File: config.mk
export PLATFORM = sky130hd
export DESIGN_NAME = csv_field_tokenizer_unit
export DESIGN_NICKNAME = d
export VERILOG_FILES = /design/src/cft_pkg.sv /design/src/cft_cfg_regs.sv /design/src/cft_step.sv /design/src/cft_out_stage.sv /design/src/csv_field_tokenizer_unit.sv
export SDC_FILE = /design/constraint.sdc
export NUM_CORES = 1
export LEC_CHECK = 0
export BUFFER_PORTS_ARGS = -buffer_cell sky130_fd_sc_hd__clkbuf_2
export CORE_MARGIN = 10
export CORE_UTILIZATION = 25
export CTS_CLUSTER_SIZE = 24
export DETAILED_ROUTE_END_ITERATION = 10
export GPL_TIMING_DRIVEN = 0
export HOLD_SLACK_MARGIN = 0.08
export PLACE_DENSITY = 0.54
export SKIP_CTS_REPAIR_TIMING = 1
export SLEW_MARGIN = 30
export SYNTH_ARGS = -nofsm -noshare
export SYNTH_HDL_FRONTEND = slang
export SYNTH_SLANG_ARGS = --single-unit
File: constraint.sdc
create_clock -name clk -period 5.08 [get_ports clk]
set_input_delay 0.762 -clock clk [delete_from_list [all_inputs] [get_ports clk]]
set_output_delay 0.762 -clock clk [all_outputs]
set_load 0.01 [all_outputs]
File: src/cft_pkg.sv
// shared types, constants and codes of the csv field tokenizer
`timescale 1ns / 1ps

package cft_pkg;

    localparam int MAX_COLUMNS = 256;
    // wide enough for the saturated column count plus one
    localparam int COL_W       = $clog2(MAX_COLUMNS + 2);
    localparam int COL_IDX_W   = 9;
    localparam int LEN_W       = 8;
    localparam int LINE_W      = 32;
    localparam int ADDR_W      = 4;
    localparam int DATA_W      = 32;

    localparam logic [7:0] NEWLINE_CHAR = 8'h0A;
    localparam logic [7:0] SPACE_CHAR   = 8'h20;
    localparam logic [7:0] TAB_CHAR     = 8'h09;
    localparam logic [7:0] CR_CHAR      = 8'h0D;

    localparam logic [LEN_W-1:0] MAX_FIELD_LEN_RST = 8'd41;
    localparam logic [7:0]       SEPARATOR_RST     = 8'd44;
    localparam logic [7:0]       COMMENT_RST       = 8'd35;
    localparam logic             CHECK_COLUMNS_RST = 1'b1;

    typedef enum logic [1:0] {
        EV_SEPARATOR = 2'd0,
        EV_NEWLINE   = 2'd1,
        EV_END       = 2'd2,
        EV_TOO_LONG  = 2'd3
    } cft_event_t;

    typedef enum logic [1:0] {
        REG_MAX_FIELD_LEN = 2'd0,
        REG_SEPARATOR     = 2'd1,
        REG_COMMENT       = 2'd2,
        REG_CHECK_COLUMNS = 2'd3
    } cft_reg_idx_t;

    typedef struct packed {
        logic [LEN_W-1:0] max_field_len;
        logic [7:0]       separator_char;
        logic [7:0]       comment_byte;
        logic             check_columns;
    } cft_cfg_t;

    typedef struct packed {
        cft_event_t           event_code;
        logic [COL_IDX_W-1:0] column_index;
        logic [LEN_W-1:0]     field_len;
        logic [LEN_W-1:0]     trim_start;
        logic [LEN_W-1:0]     trim_len;
        logic [LINE_W-1:0]    line_number;
        logic                 blank_line;
        logic                 column_mismatch;
    } cft_result_t;

    function automatic logic is_space(input logic [7:0] b);
        return (b == SPACE_CHAR) || ((b >= TAB_CHAR) && (b <= CR_CHAR));
    endfunction

endpackage

File: src/cft_cfg_regs.sv
// configuration registers behind the apb-style port
`timescale 1ns / 1ps

module cft_cfg_regs
    import cft_pkg::*;
(
    input  logic              clk,
    input  logic              rst_n,
    input  logic              psel,
    input  logic              penable,
    input  logic              pwrite,
    input  logic [ADDR_W-1:0] paddr,
    input  logic [DATA_W-1:0] pwdata,
    output logic [DATA_W-1:0] prdata,
    output logic              pready,
    output cft_cfg_t          cfg
);

    cft_cfg_t     cfg_reg;
    cft_cfg_t     cfg_next;
    cft_reg_idx_t reg_idx;
    logic         wr_en;

    assign pready  = 1'b1;
    assign reg_idx = cft_reg_idx_t'(paddr[3:2]);
    assign wr_en   = psel && penable && pwrite && pready;
    assign cfg     = cfg_reg;

    always_comb
    begin
        cfg_next = cfg_reg;
        if (wr_en)
        begin
            unique case (reg_idx)
                REG_MAX_FIELD_LEN: cfg_next.max_field_len  = pwdata[LEN_W-1:0];
                REG_SEPARATOR:     cfg_next.separator_char = pwdata[7:0];
                REG_COMMENT:       cfg_next.comment_byte   = pwdata[7:0];
                REG_CHECK_COLUMNS: cfg_next.check_columns  = pwdata[0];
                default:           cfg_next = cfg_reg;
            endcase
        end
    end

    always_comb
    begin
        unique case (reg_idx)
            REG_MAX_FIELD_LEN: prdata = DATA_W'(cfg_reg.max_field_len);
            REG_SEPARATOR:     prdata = DATA_W'(cfg_reg.separator_char);
            REG_COMMENT:       prdata = DATA_W'(cfg_reg.comment_byte);
            REG_CHECK_COLUMNS: prdata = DATA_W'(cfg_reg.check_columns);
            default:           prdata = '0;
        endcase
    end

    always_ff @(posedge clk or negedge rst_n)
    begin
        if (!rst_n)
        begin
            cfg_reg.max_field_len  <= MAX_FIELD_LEN_RST;
            cfg_reg.separator_char <= SEPARATOR_RST;
            cfg_reg.comment_byte   <= COMMENT_RST;
            cfg_reg.check_columns  <= CHECK_COLUMNS_RST;
        end
        else
        begin
            cfg_reg <= cfg_next;
        end
    end

endmodule

File: src/cft_step.sv
// tokenizer state and the per-byte update logic
`timescale 1ns / 1ps

module cft_step
    import cft_pkg::*;
(
    input  logic        clk,
    input  logic        rst_n,
    input  logic        go,
    input  logic [7:0]  in_byte,
    input  logic        end_of_input,
    input  cft_cfg_t    cfg,
    output logic        fire,
    output cft_result_t result
);

    logic              at_line_start_reg,  at_line_start_next;
    logic              in_comment_reg,     in_comment_next;
    logic [LEN_W-1:0]  field_count_reg,    field_count_next;
    logic [LEN_W-1:0]  first_text_pos_reg, first_text_pos_next;
    logic [LEN_W-1:0]  last_text_pos_reg,  last_text_pos_next;
    logic              seen_text_reg,      seen_text_next;
    logic [COL_W-1:0]  column_count_reg,   column_count_next;
    logic [COL_W-1:0]  header_columns_reg, header_columns_next;
    logic              header_done_reg,    header_done_next;
    logic [LINE_W-1:0] lines_done_reg,     lines_done_next;
    logic              error_stop_reg,     error_stop_next;

    logic             is_nl;
    logic             is_blank;
    logic             is_over;
    logic             is_mism;
    logic [COL_W-1:0] col_plus_one;

    assign is_nl        = (in_byte == NEWLINE_CHAR);
    assign col_plus_one = column_count_reg + COL_W'(1);
    assign is_blank     = (column_count_reg == '0) && !seen_text_reg;
    assign is_over      = (column_count_reg >= COL_W'(MAX_COLUMNS));
    assign is_mism      = !is_blank && (is_over || (header_done_reg && cfg.check_columns
                          && (col_plus_one != header_columns_reg)));

    always_comb
    begin
        at_line_start_next  = at_line_start_reg;
        in_comment_next     = in_comment_reg;
        field_count_next    = field_count_reg;
        first_text_pos_next = first_text_pos_reg;
        last_text_pos_next  = last_text_pos_reg;
        seen_text_next      = seen_text_reg;
        column_count_next   = column_count_reg;
        header_columns_next = header_columns_reg;
        header_done_next    = header_done_reg;
        lines_done_next     = lines_done_reg;
        error_stop_next     = error_stop_reg;
        fire                = 1'b0;

        result.event_code      = EV_SEPARATOR;
        result.column_index    = COL_IDX_W'(column_count_reg);
        result.field_len       = field_count_reg;
        result.trim_start      = seen_text_reg ? first_text_pos_reg : field_count_reg;
        result.trim_len        = seen_text_reg
                                 ? (last_text_pos_reg - first_text_pos_reg + LEN_W'(1))
                                 : '0;
        result.line_number     = lines_done_reg;
        result.blank_line      = 1'b0;
        result.column_mismatch = 1'b0;

        if (go && !error_stop_reg)
        begin
            if (end_of_input || (!in_comment_reg && is_nl
                && !(at_line_start_reg && in_byte == cfg.comment_byte)))
            begin
                // line end: newline or end of text
                fire                   = 1'b1;
                result.event_code      = end_of_input ? EV_END : EV_NEWLINE;
                result.blank_line      = is_blank;
                result.column_mismatch = is_mism;
                if (!header_done_reg)
                begin
                    header_columns_next = col_plus_one;
                    header_done_next    = 1'b1;
                end
                lines_done_next     = lines_done_reg + LINE_W'(1);
                column_count_next   = '0;
                field_count_next    = '0;
                first_text_pos_next = '0;
                last_text_pos_next  = '0;
                seen_text_next      = 1'b0;
                at_line_start_next  = 1'b1;
                in_comment_next     = 1'b0;
            end
            else if (in_comment_reg)
            begin
                if (is_nl)
                begin
                    in_comment_next    = 1'b0;
                    at_line_start_next = 1'b1;
                end
            end
            else if (at_line_start_reg && in_byte == cfg.comment_byte)
            begin
                in_comment_next = 1'b1;
            end
            else if (in_byte == cfg.separator_char)
            begin
                fire              = 1'b1;
                result.event_code = EV_SEPARATOR;
                if (!is_over)
                begin
                    column_count_next = col_plus_one;
                end
                field_count_next    = '0;
                first_text_pos_next = '0;
                last_text_pos_next  = '0;
                seen_text_next      = 1'b0;
                at_line_start_next  = 1'b0;
            end
            else if (field_count_reg >= cfg.max_field_len)
            begin
                fire              = 1'b1;
                result.event_code = EV_TOO_LONG;
                error_stop_next   = 1'b1;
            end
            else
            begin
                if (!is_space(in_byte))
                begin
                    if (!seen_text_reg)
                    begin
                        first_text_pos_next = field_count_reg;
                    end
                    last_text_pos_next = field_count_reg;
                    seen_text_next     = 1'b1;
                end
                field_count_next   = field_count_reg + LEN_W'(1);
                at_line_start_next = 1'b0;
            end
        end
    end

    always_ff @(posedge clk or negedge rst_n)
    begin
        if (!rst_n)
        begin
            at_line_start_reg  <= 1'b1;
            in_comment_reg     <= 1'b0;
            field_count_reg    <= '0;
            first_text_pos_reg <= '0;
            last_text_pos_reg  <= '0;
            seen_text_reg      <= 1'b0;
            column_count_reg   <= '0;
            header_columns_reg <= '0;
            header_done_reg    <= 1'b0;
            lines_done_reg     <= '0;
            error_stop_reg     <= 1'b0;
        end
        else
        begin
            at_line_start_reg  <= at_line_start_next;
            in_comment_reg     <= in_comment_next;
            field_count_reg    <= field_count_next;
            first_text_pos_reg <= first_text_pos_next;
            last_text_pos_reg  <= last_text_pos_next;
            seen_text_reg      <= seen_text_next;
            column_count_reg   <= column_count_next;
            header_columns_reg <= header_columns_next;
            header_done_reg    <= header_done_next;
            lines_done_reg     <= lines_done_next;
            error_stop_reg     <= error_stop_next;
        end
    end

endmodule

File: src/cft_out_stage.sv
// result register between the update logic and the result channel
`timescale 1ns / 1ps

module cft_out_stage
    import cft_pkg::*;
(
    input  logic        clk,
    input  logic        rst_n,
    input  logic        load,
    input  cft_result_t result_in,
    input  logic        result_ready,
    output logic        result_valid,
    output logic        free,
    output cft_result_t result_out
);

    logic        valid_reg;
    logic        valid_next;
    cft_result_t data_reg;

    assign free         = !valid_reg || result_ready;
    assign result_valid = valid_reg;
    assign result_out   = data_reg;

    always_comb
    begin
        valid_next = valid_reg;
        if (load)
        begin
            valid_next = 1'b1;
        end
        else if (result_ready)
        begin
            valid_next = 1'b0;
        end
    end

    always_ff @(posedge clk or negedge rst_n)
    begin
        if (!rst_n)
        begin
            valid_reg <= 1'b0;
        end
        else
        begin
            valid_reg <= valid_next;
        end
    end

    always_ff @(posedge clk)
    begin
        if (load)
        begin
            data_reg <= result_in;
        end
    end

endmodule

File: src/csv_field_tokenizer_unit.sv
// top level of the csv field tokenizer
`timescale 1ns / 1ps

// Splits a byte stream into csv fields, one byte per request, and reports
// each closed field (column, raw length, trimmed start and length, line
// number, blank and column-mismatch flags) as one result request. Lines
// opening with the comment byte are dropped through their newline; the
// first non-comment line sets the expected column count. A field longer
// than max_field_len reports a too-long result and the block then ignores
// everything until reset. Throughput is one byte per clock while the result
// channel does not stall: the byte is registered, the state update and
// result build are combinational, and the result is loaded into an output
// register. A stalled result holds one byte in the input register and
// back-pressures the byte channel.
module csv_field_tokenizer_unit
    import cft_pkg::*;
(
    input  logic                 clk,
    input  logic                 rst_n,
    input  logic                 psel,
    input  logic                 penable,
    input  logic                 pwrite,
    input  logic [ADDR_W-1:0]    paddr,
    input  logic [DATA_W-1:0]    pwdata,
    output logic [DATA_W-1:0]    prdata,
    output logic                 pready,
    input  logic                 byte_valid,
    output logic                 byte_ready,
    input  logic [7:0]           in_byte,
    input  logic                 end_of_input,
    output logic                 result_valid,
    input  logic                 result_ready,
    output logic [1:0]           event_res,
    output logic [COL_IDX_W-1:0] column_index,
    output logic [LEN_W-1:0]     field_len,
    output logic [LEN_W-1:0]     trim_start,
    output logic [LEN_W-1:0]     trim_len,
    output logic [LINE_W-1:0]    line_number,
    output logic                 blank_line,
    output logic                 column_mismatch
);

    cft_cfg_t    cfg;
    cft_result_t step_res;
    cft_result_t out_res;
    logic        item_valid_reg;
    logic        item_valid_next;
    logic [7:0]  byte_reg;
    logic        eoi_reg;
    logic        out_free;
    logic        advance;
    logic        fire;
    logic        take;

    assign advance    = item_valid_reg && out_free;
    assign byte_ready = !item_valid_reg || advance;
    assign take       = byte_valid && byte_ready;

    always_comb
    begin
        item_valid_next = item_valid_reg;
        if (take)
        begin
            item_valid_next = 1'b1;
        end
        else if (advance)
        begin
            item_valid_next = 1'b0;
        end
    end

    always_ff @(posedge clk or negedge rst_n)
    begin
        if (!rst_n)
        begin
            item_valid_reg <= 1'b0;
        end
        else
        begin
            item_valid_reg <= item_valid_next;
        end
    end

    always_ff @(posedge clk)
    begin
        if (take)
        begin
            byte_reg <= in_byte;
            eoi_reg  <= end_of_input;
        end
    end

    cft_cfg_regs u_cfg_regs (
        .clk     (clk),
        .rst_n   (rst_n),
        .psel    (psel),
        .penable (penable),
        .pwrite  (pwrite),
        .paddr   (paddr),
        .pwdata  (pwdata),
        .prdata  (prdata),
        .pready  (pready),
        .cfg     (cfg)
    );

    cft_step u_step (
        .clk          (clk),
        .rst_n        (rst_n),
        .go           (advance),
        .in_byte      (byte_reg),
        .end_of_input (eoi_reg),
        .cfg          (cfg),
        .fire         (fire),
        .result       (step_res)
    );

    cft_out_stage u_out_stage (
        .clk          (clk),
        .rst_n        (rst_n),
        .load         (advance && fire),
        .result_in    (step_res),
        .result_ready (result_ready),
        .result_valid (result_valid),
        .free         (out_free),
        .result_out   (out_res)
    );

    assign event_res       = out_res.event_code;
    assign column_index    = out_res.column_index;
    assign field_len       = out_res.field_len;
    assign trim_start      = out_res.trim_start;
    assign trim_len        = out_res.trim_len;
    assign line_number     = out_res.line_number;
    assign blank_line      = out_res.blank_line;
    assign column_mismatch = out_res.column_mismatch;

endmodule

==> metrics, run 1 <==
internal power between 2 and 3 mW; I/O Pins 156; Clk pin slew, worst setup/hold paths roughly 80 ps; Sw Pwr roughly 1.4 mW; HPWL Detailed 15.4 mm; H-tree depth 4; Final Critical Period 3450 ps; WL/cell about 16 µm; total grt overflow 0; 1st-iter DRT viols about 320; Post-synth EDFFs 78; layout cells sized above 1 approximately 28%; Min Hold Slack about 260 ps; core area between 0.03 and 0.04 mm²; Final Util roughly 31%; Peak VDD IR 0.000240 V; clock power share 29.8%; initial antenna violation count 1; CP arrival 3830 ps; dpl cell area 0.00984 mm²; post-route ant nets 0; RD Place Congestion approximately 0.79; Netlist cell types 69; 1st-pass router iterations 4; Rows 67; Pwr Total between 4 and 5 mW; cell count after synthesis around 670; Switching Fraction 32.4%; worst-path fanout max 10; ys flop type dfrtp_1; Leak Pwr about 4.4 nW; r2r startpoint u_step.field_count_reg[0]; #FFs+latches synth 184; critical path type flip-flop to flip-flop; CP Launch Point u_step.field_count_reg[0]; Largest register FFs 69; Area growth syn-to-layout 22.2%; DRC errors left 0; Max Clock Freq about 0.29 GHz; Critical Path RT roughly 5500 ps; Setup TNS Final 0 ps; Initial Utilization between 20% and 30%; drt via density 4.28; max-cap violations 0; RSZ-0062 raised after global routing no; worst slew pin tran between 900 and 1000 ps; GRT Total Usage approximately a tenth; vias in the first global route ~5,700; Avg Synthesized Cell Area approximately 13 µm²; YS warnings 0; crit path launch type flip-flop; post-synthesis cell area approximately 0.0085 mm²; Reg power frac 46.7%; Clock Skews approximately 15 ps; Die H a little over 200 µm; Worst-Skew Late Latency around 440 ps; Comb pwr share about a quarter; outcome completed; Post-synth ARST share around 58%; setup violators final 0; final net count between 800 and 900; IO buf count approximately 100; Routed WL between 20 and 25 mm; first-pass GRT wire length roughly 33 mm; Tcrit/Tclk final 68.0%; CTS tree yes; sequential-to-total area share from yosys stat between 50% and 60%; DIE WIDTH 205 µm; largest net degree at the start of global routing 60; die area 0.0419 mm²; cts bufs inserted 17; CTS root buf clkbuf_16; power per cell area about 420 mW/mm²; CTS Buffer Depth 2; capturing element type of the critical path flip-flop; Fin. Hold Viols 0; worst min path class primary input to asynchronous set/reset pin; fin area 0.0104 mm²; fin. max-slew vios 0; clock sinks 184; via count between 5,000 and 6,000; slew margin rel. around 37%
==> stage by stage <==
| stage | setup slack (ps) | instances |
|---|---|---|
| after detailed placement | 1620 | 1246 |
| after floorplan | 952 | 689 |
| after global placement | -880 | 1241 |
| final | 1630 | 1279 |
| after CTS | 1600 | 1278 |
| after global routing | 1370 | 1278 |
==> power groups by stage <==
stage / clock [mW] / combinational, mW / sequential [mW]
floorplan: 0 / 0.621 / 2.08
global placement: 0 / 1.00 / 2.10
detailed placement: 0 / 1.05 / 2.09
CTS: 1.36 / 1.06 / 2.06
global route: 1.42 / 1.17 / 2.09
finish: 1.31 / 1.03 / 2.05
==> cells by family after synthesis <==
logic type / synth area share, %
flops: 58.7
simple gates: 11.5
compound gates: 8.29
buf+inv: 4.71
xor+xnor: 7.20
mux: 5.62
fa+ha+maj: 3.90
other cells: 0.0880
==> path summary, 6_finish.rpt <==
kind	endpoint	slack, ps	depth (start not counted)
worst max-delay path	u_step.first_text_pos_reg[6]	1630	9
worst min-delay path	u_step.first_text_pos_reg[7]	260	1
worst max register to register	u_step.first_text_pos_reg[6]	1630	9
worst min register to register	u_out_stage.result_out[60]	450	0
max in group asynchronous	u_cfg_regs.cfg[2]	4110	2
min in group clk	u_out_stage.result_out[60]	450	0
==> Yosys cell counts, types with 9 or more instances <==
cell      count  area share, %
a21oi_1      20            1.2
a22o_1       19            2.0
and3_1       11           0.81
and4_1        9           0.92
buf_4        26            2.3
clkbuf_1     12           0.53
dfrtp_1      95             28
dfstp_2      11            3.4
edfxtp_1     78             27
ha_1         25            3.7
inv_1        32            1.4
mux2_2       28            3.7
nand2_1      41            1.8
nand3_1      19            1.1
nand4_1      15            1.1
nor2_1       18           0.79
nor3_1        9           0.53
o21ai_0      24            1.4
xnor2_1      39            4.0
xor2_1       26            2.7
==> critical path, cell delays in order (launching register included) <==
cell and delay (ps):
dfrtp_1 520, inv_1 140, ha_1 280, nand2b_1 140
a2111o_1 400, a31oi_1 450, nor2b_1 230, nor3b_2 570
clkbuf_1 450, a22o_1 220
==> cell type report <==
type,count,area (µm²)
Buffer,44,282
Clock buffer,19,454
Inverter,32,120
Multi-Input combinational cell,429,3230
Tap cell,448,561
Clock inverter,13,129
Antenna cell,1,2.50
Sequential cell,184,5010
Fill cell,3426,23200
Timing Repair Buffer,109,638
==> routing by layer <==
layer	share of wire [%]	wire, µm	GRT usage (%)
met2	45	9280	15.4
met3	6.1	1250	3.41
met1	48	9730	13.0
met4	0.81	165	2.94
met5	0	0	0
==> cell usage in the layout (no fill, tap or decap), drive strengths merged, types with 8 or more instances in the layout <==
| cell type | n |
|---|---|
| ha | 25 |
| xor2 | 26 |
| dfrtp | 95 |
| o21ai | 29 |
| a22o | 19 |
| clkbuf | 135 |
| xnor2 | 39 |
| or4 | 9 |
| edfxtp | 78 |
| conb | 25 |
| mux2 | 33 |
| nor2 | 19 |
| buf | 37 |
| nor3 | 10 |
| dfstp | 11 |
| a21oi | 20 |
| nor2b | 8 |
| nand3 | 19 |
| nand4 | 15 |
| nand2 | 41 |
| inv | 38 |
| and4 | 9 |
| and3 | 11 |
Power figures use the tool's default switching activity.
==> run 2: changes to the inputs <==
ABC_AREA = 1   (was not set)
PLACE_DENSITY = 0.52   (was 0.54)
clock period = 3.3 ns   (was 5.08 ns; I/O delays follow)
==> metrics, run 2 <==
r2r startpoint u_step.field_count_reg[0] (unchanged); final worst slack 548 ps (was 1630 ps); Synth top cells by count 375 x nand2_1, 105 x inv_1, 101 x nor2_1 (was 95 x dfrtp_1, 78 x edfxtp_1, 41 x nand2_1); CTS tree yes (unchanged); commonest non-fill, non-tap cells in the layout 375 x nand2_1, 104 x inv_1, 103 x clkbuf_2 (was 103 x clkbuf_2, 95 x dfrtp_1, 78 x edfxtp_1); Reg2Reg Depth 11 (was 9); Simple-Gate Fraction of Synth Area 26.5% (was 11.5%); RSZ-0062 raised after global routing no (unchanged); via count 7,396 (was 5,475); Routed WL 24.6 mm (was 20.4 mm); Area growth syn-to-layout 19.8% (was 22.2%); ys flop type dfrtp_1 (unchanged); crit path launch type flip-flop (unchanged); layout cells sized above 1 18.2% (was 27.7%); Post-synth ARST share 57.6% (unchanged); clock sinks 184 (unchanged); GRT Total Usage 10.8% (was 10.0%); I/O Pins 156 (unchanged); fin. max-slew vios 0 (unchanged); HP Start end_of_input; Compound-Gate Fraction of Synth Area 5.41% (was 8.29%); initial antenna violation count 0 (was 1); Final Util 30.3% (was 31.0%); Final Critical Period 2750 ps (was 3450 ps); post-route ant nets 0 (unchanged); cell count after synthesis 1,093 (was 666); Clk pin slew, worst setup/hold paths 70 ps (was 80 ps); Clock Skews 12.3 ps (was 15.3 ps); Post-synth EDFFs 78 (unchanged); Synth area leader dfrtp_1 (unchanged); WL/cell 13.9 µm (was 16.0 µm); Worst-Skew Late Latency 450 ps (was 440 ps); Fin. Hold Viols 0 (unchanged); sequential-to-total area share from yosys stat 52.8% (was 58.7%); Max Clock Freq 0.363 GHz (was 0.289 GHz); Initial Utilization 25.3% (was 25.4%); Largest register FFs 69 (unchanged); CP arrival 2930 ps (was 3830 ps); Leak Pwr 5.37 nW (was 4.44 nW); largest cells by area after synthesis dfrtp_1 25%, edfxtp_1 25%, nand2_1 15%, inv_1 4.2%, nor2_1 4.0% (was dfrtp_1 28%, edfxtp_1 27%, xnor2_1 4.0%, mux2_2 3.7%, ha_1 3.7%); count leader, synth nand2_1 (was dfrtp_1); Synth Area in XOR/XNOR 3.69% (was 7.20%); power per cell area 433 mW/mm² (was 422 mW/mm²); critical path type flip-flop to flip-flop (unchanged); drt via density 4.19 (was 4.28); worst-path fanout max 41 (was 10); YS warnings 0 (unchanged); H-tree depth 4 (unchanged); outcome completed (unchanged); 1st-iter DRT viols 429 (was 323); DIE WIDTH 215 µm (was 205 µm); worst slew pin tran 644 ps (was 935 ps); main combinational cell family by area after synthesis simple AND/OR/NAND/NOR gates (unchanged); CTS Buffer Depth 2 (unchanged); Avg Synthesized Cell Area 8.68 µm² (was 12.8 µm²); cts bufs inserted 17 (unchanged); share of the synthesized area in the top cell type 25.1% (was 27.9%); Setup TNS Final 0 ps (unchanged); Netlist cell types 46 (was 69); multiplexer share of the synthesized area 0% (was 5.62%); core area 0.0376 mm² (was 0.0336 mm²); setup violators final 0 (unchanged); Peak VDD IR 0.000342 V (was 0.000240 V); total grt overflow 0 (unchanged); Antenna Cells 0 (was 1); #FFs+latches synth 184 (unchanged); worst min path class primary input to flip-flop (was primary input to asynchronous set/reset pin); sink of the worst hold path eoi_reg; Rows 71 (was 67); first-pass GRT wire length 39.9 mm (was 32.6 mm); WHS Path Cells 1; pre-CTS setup slack 551 ps (was 1620 ps); die area 0.0461 mm² (was 0.0419 mm²); capturing element type of the critical path flip-flop (unchanged); HPWL Detailed 18.8 mm (was 15.4 mm); Tcrit/Tclk final 83.4% (was 68.0%); largest net degree at the start of global routing 68 (was 60); DRC errors left 0 (unchanged); Critical Path RT 3480 ps (was 5450 ps); IO buf count 104 (unchanged); final net count 1,320 (was 895); worst reg2reg endpoint u_out_stage.result_out[49] (was u_step.first_text_pos_reg[6]); slew margin rel. 56.9% (was 37.2%); 1st-pass router iterations 5 (was 4); most common cell after layout, fill and taps aside nand2_1 (was clkbuf_2); vias in the first global route 7,316 (was 5,692); Die H 215 µm (was 205 µm); RD Place Congestion 0.878 (was 0.789); CTS root buf clkbuf_16 (unchanged); max-cap violations 0 (unchanged); register-to-register setup slack 550 ps (was 1630 ps); post-synthesis cell area 0.00949 mm² (was 0.00853 mm²); Post-Synth Adder-Cell Area 3.51% (was 3.90%); Pwr Total 4.93 mW (was 4.39 mW)
## run 2: changes by cell type after synthesis, moves of 19 or more
cell     previous run  this run
xnor2_1            39         9
nor2_1             18       101
inv_1              32       105
a22o_1             19         0
o21ai_0            24        54
nand2_1            41       375
mux2_2             28         0
## run 2: cells by family (layout without fill, tap and decap cells)
group / Yosys count / after routing
XOR/XNOR: 40 / 40
AO/OA/AOI/OAI: 89 / 89
AND/OR/NAND/NOR: 591 / 591
other: 2 / 25
adder cells (fa/ha/maj): 26 / 26
buffers and inverters: 161 / 300
flip-flops: 184 / 184
## run 2: metrics by stage
| stage | cell area (µm²) | hold slack, ps | std cells |
|---|---|---|---|
| floorplan | 9580 | 199 | 1116 |
| global placement | 10700 | 438 | 1731 |
| detailed placement | 10800 | 444 | 1733 |
| CTS | 11400 | -45.0 | 1765 |
| global route | 11400 | 208 | 1766 |
| finish | 11400 | 226 | 1766 |
## run 2: power by group
group | switching [mW] | internal [mW] | leakage, nW
logic | 0.243 | 0.153 | 2.97
clock network | 0.958 | 1.03 | 0.261
registers | 0.0811 | 2.46 | 2.14
total | 1.28 | 3.64 | 5.37
## run 2: worst max path at each step
stage                                    startpoint                    endpoint  slack (ps)  cells past startpoint
after floorplan                  u_cfg_regs.cfg[22]   u_out_stage.result_out[0]         240                      7
after global placement    u_step.field_count_reg[0]  u_out_stage.result_out[18]        -830                     10
after detailed placement  u_step.field_count_reg[0]  u_out_stage.result_out[18]         550                     11
after CTS                        u_cfg_regs.cfg[22]  u_out_stage.result_out[18]         510                      8
after global routing              u_cfg_regs.cfg[6]  u_out_stage.result_out[49]         270                     12
final                     u_step.field_count_reg[0]  u_out_stage.result_out[49]         550                     11
## run 2: per-layer routing
metal  global-route usage, %  share of wire, %
met5                       0                 0
met1                    13.9                48
met2                    17.3                46
met4                    3.78               1.4
met3                    2.63               4.8
## run 2: layout make-up
cell class / instances / area (µm²)
well taps: 511 / 639
repair buffers: 107 / 587
multi-input cells: 771 / 3810
fillers: 3988 / 26200
plain buffers: 48 / 332
clock buffers: 19 / 454
clock inverters: 13 / 110
inverters: 113 / 429
flip-flops and latches: 184 / 5010
## run 2: critical path: stages (launching register included)
cell and delay, ps:
dfrtp_1 480, inv_1 160, ha_1 300, nand2_1 60, nand3_1 80, nand2_1 60
nand2_1 40, nand2_1 100, nand2_1 100, o21ai_0 500, inv_4 300, buf_12 280
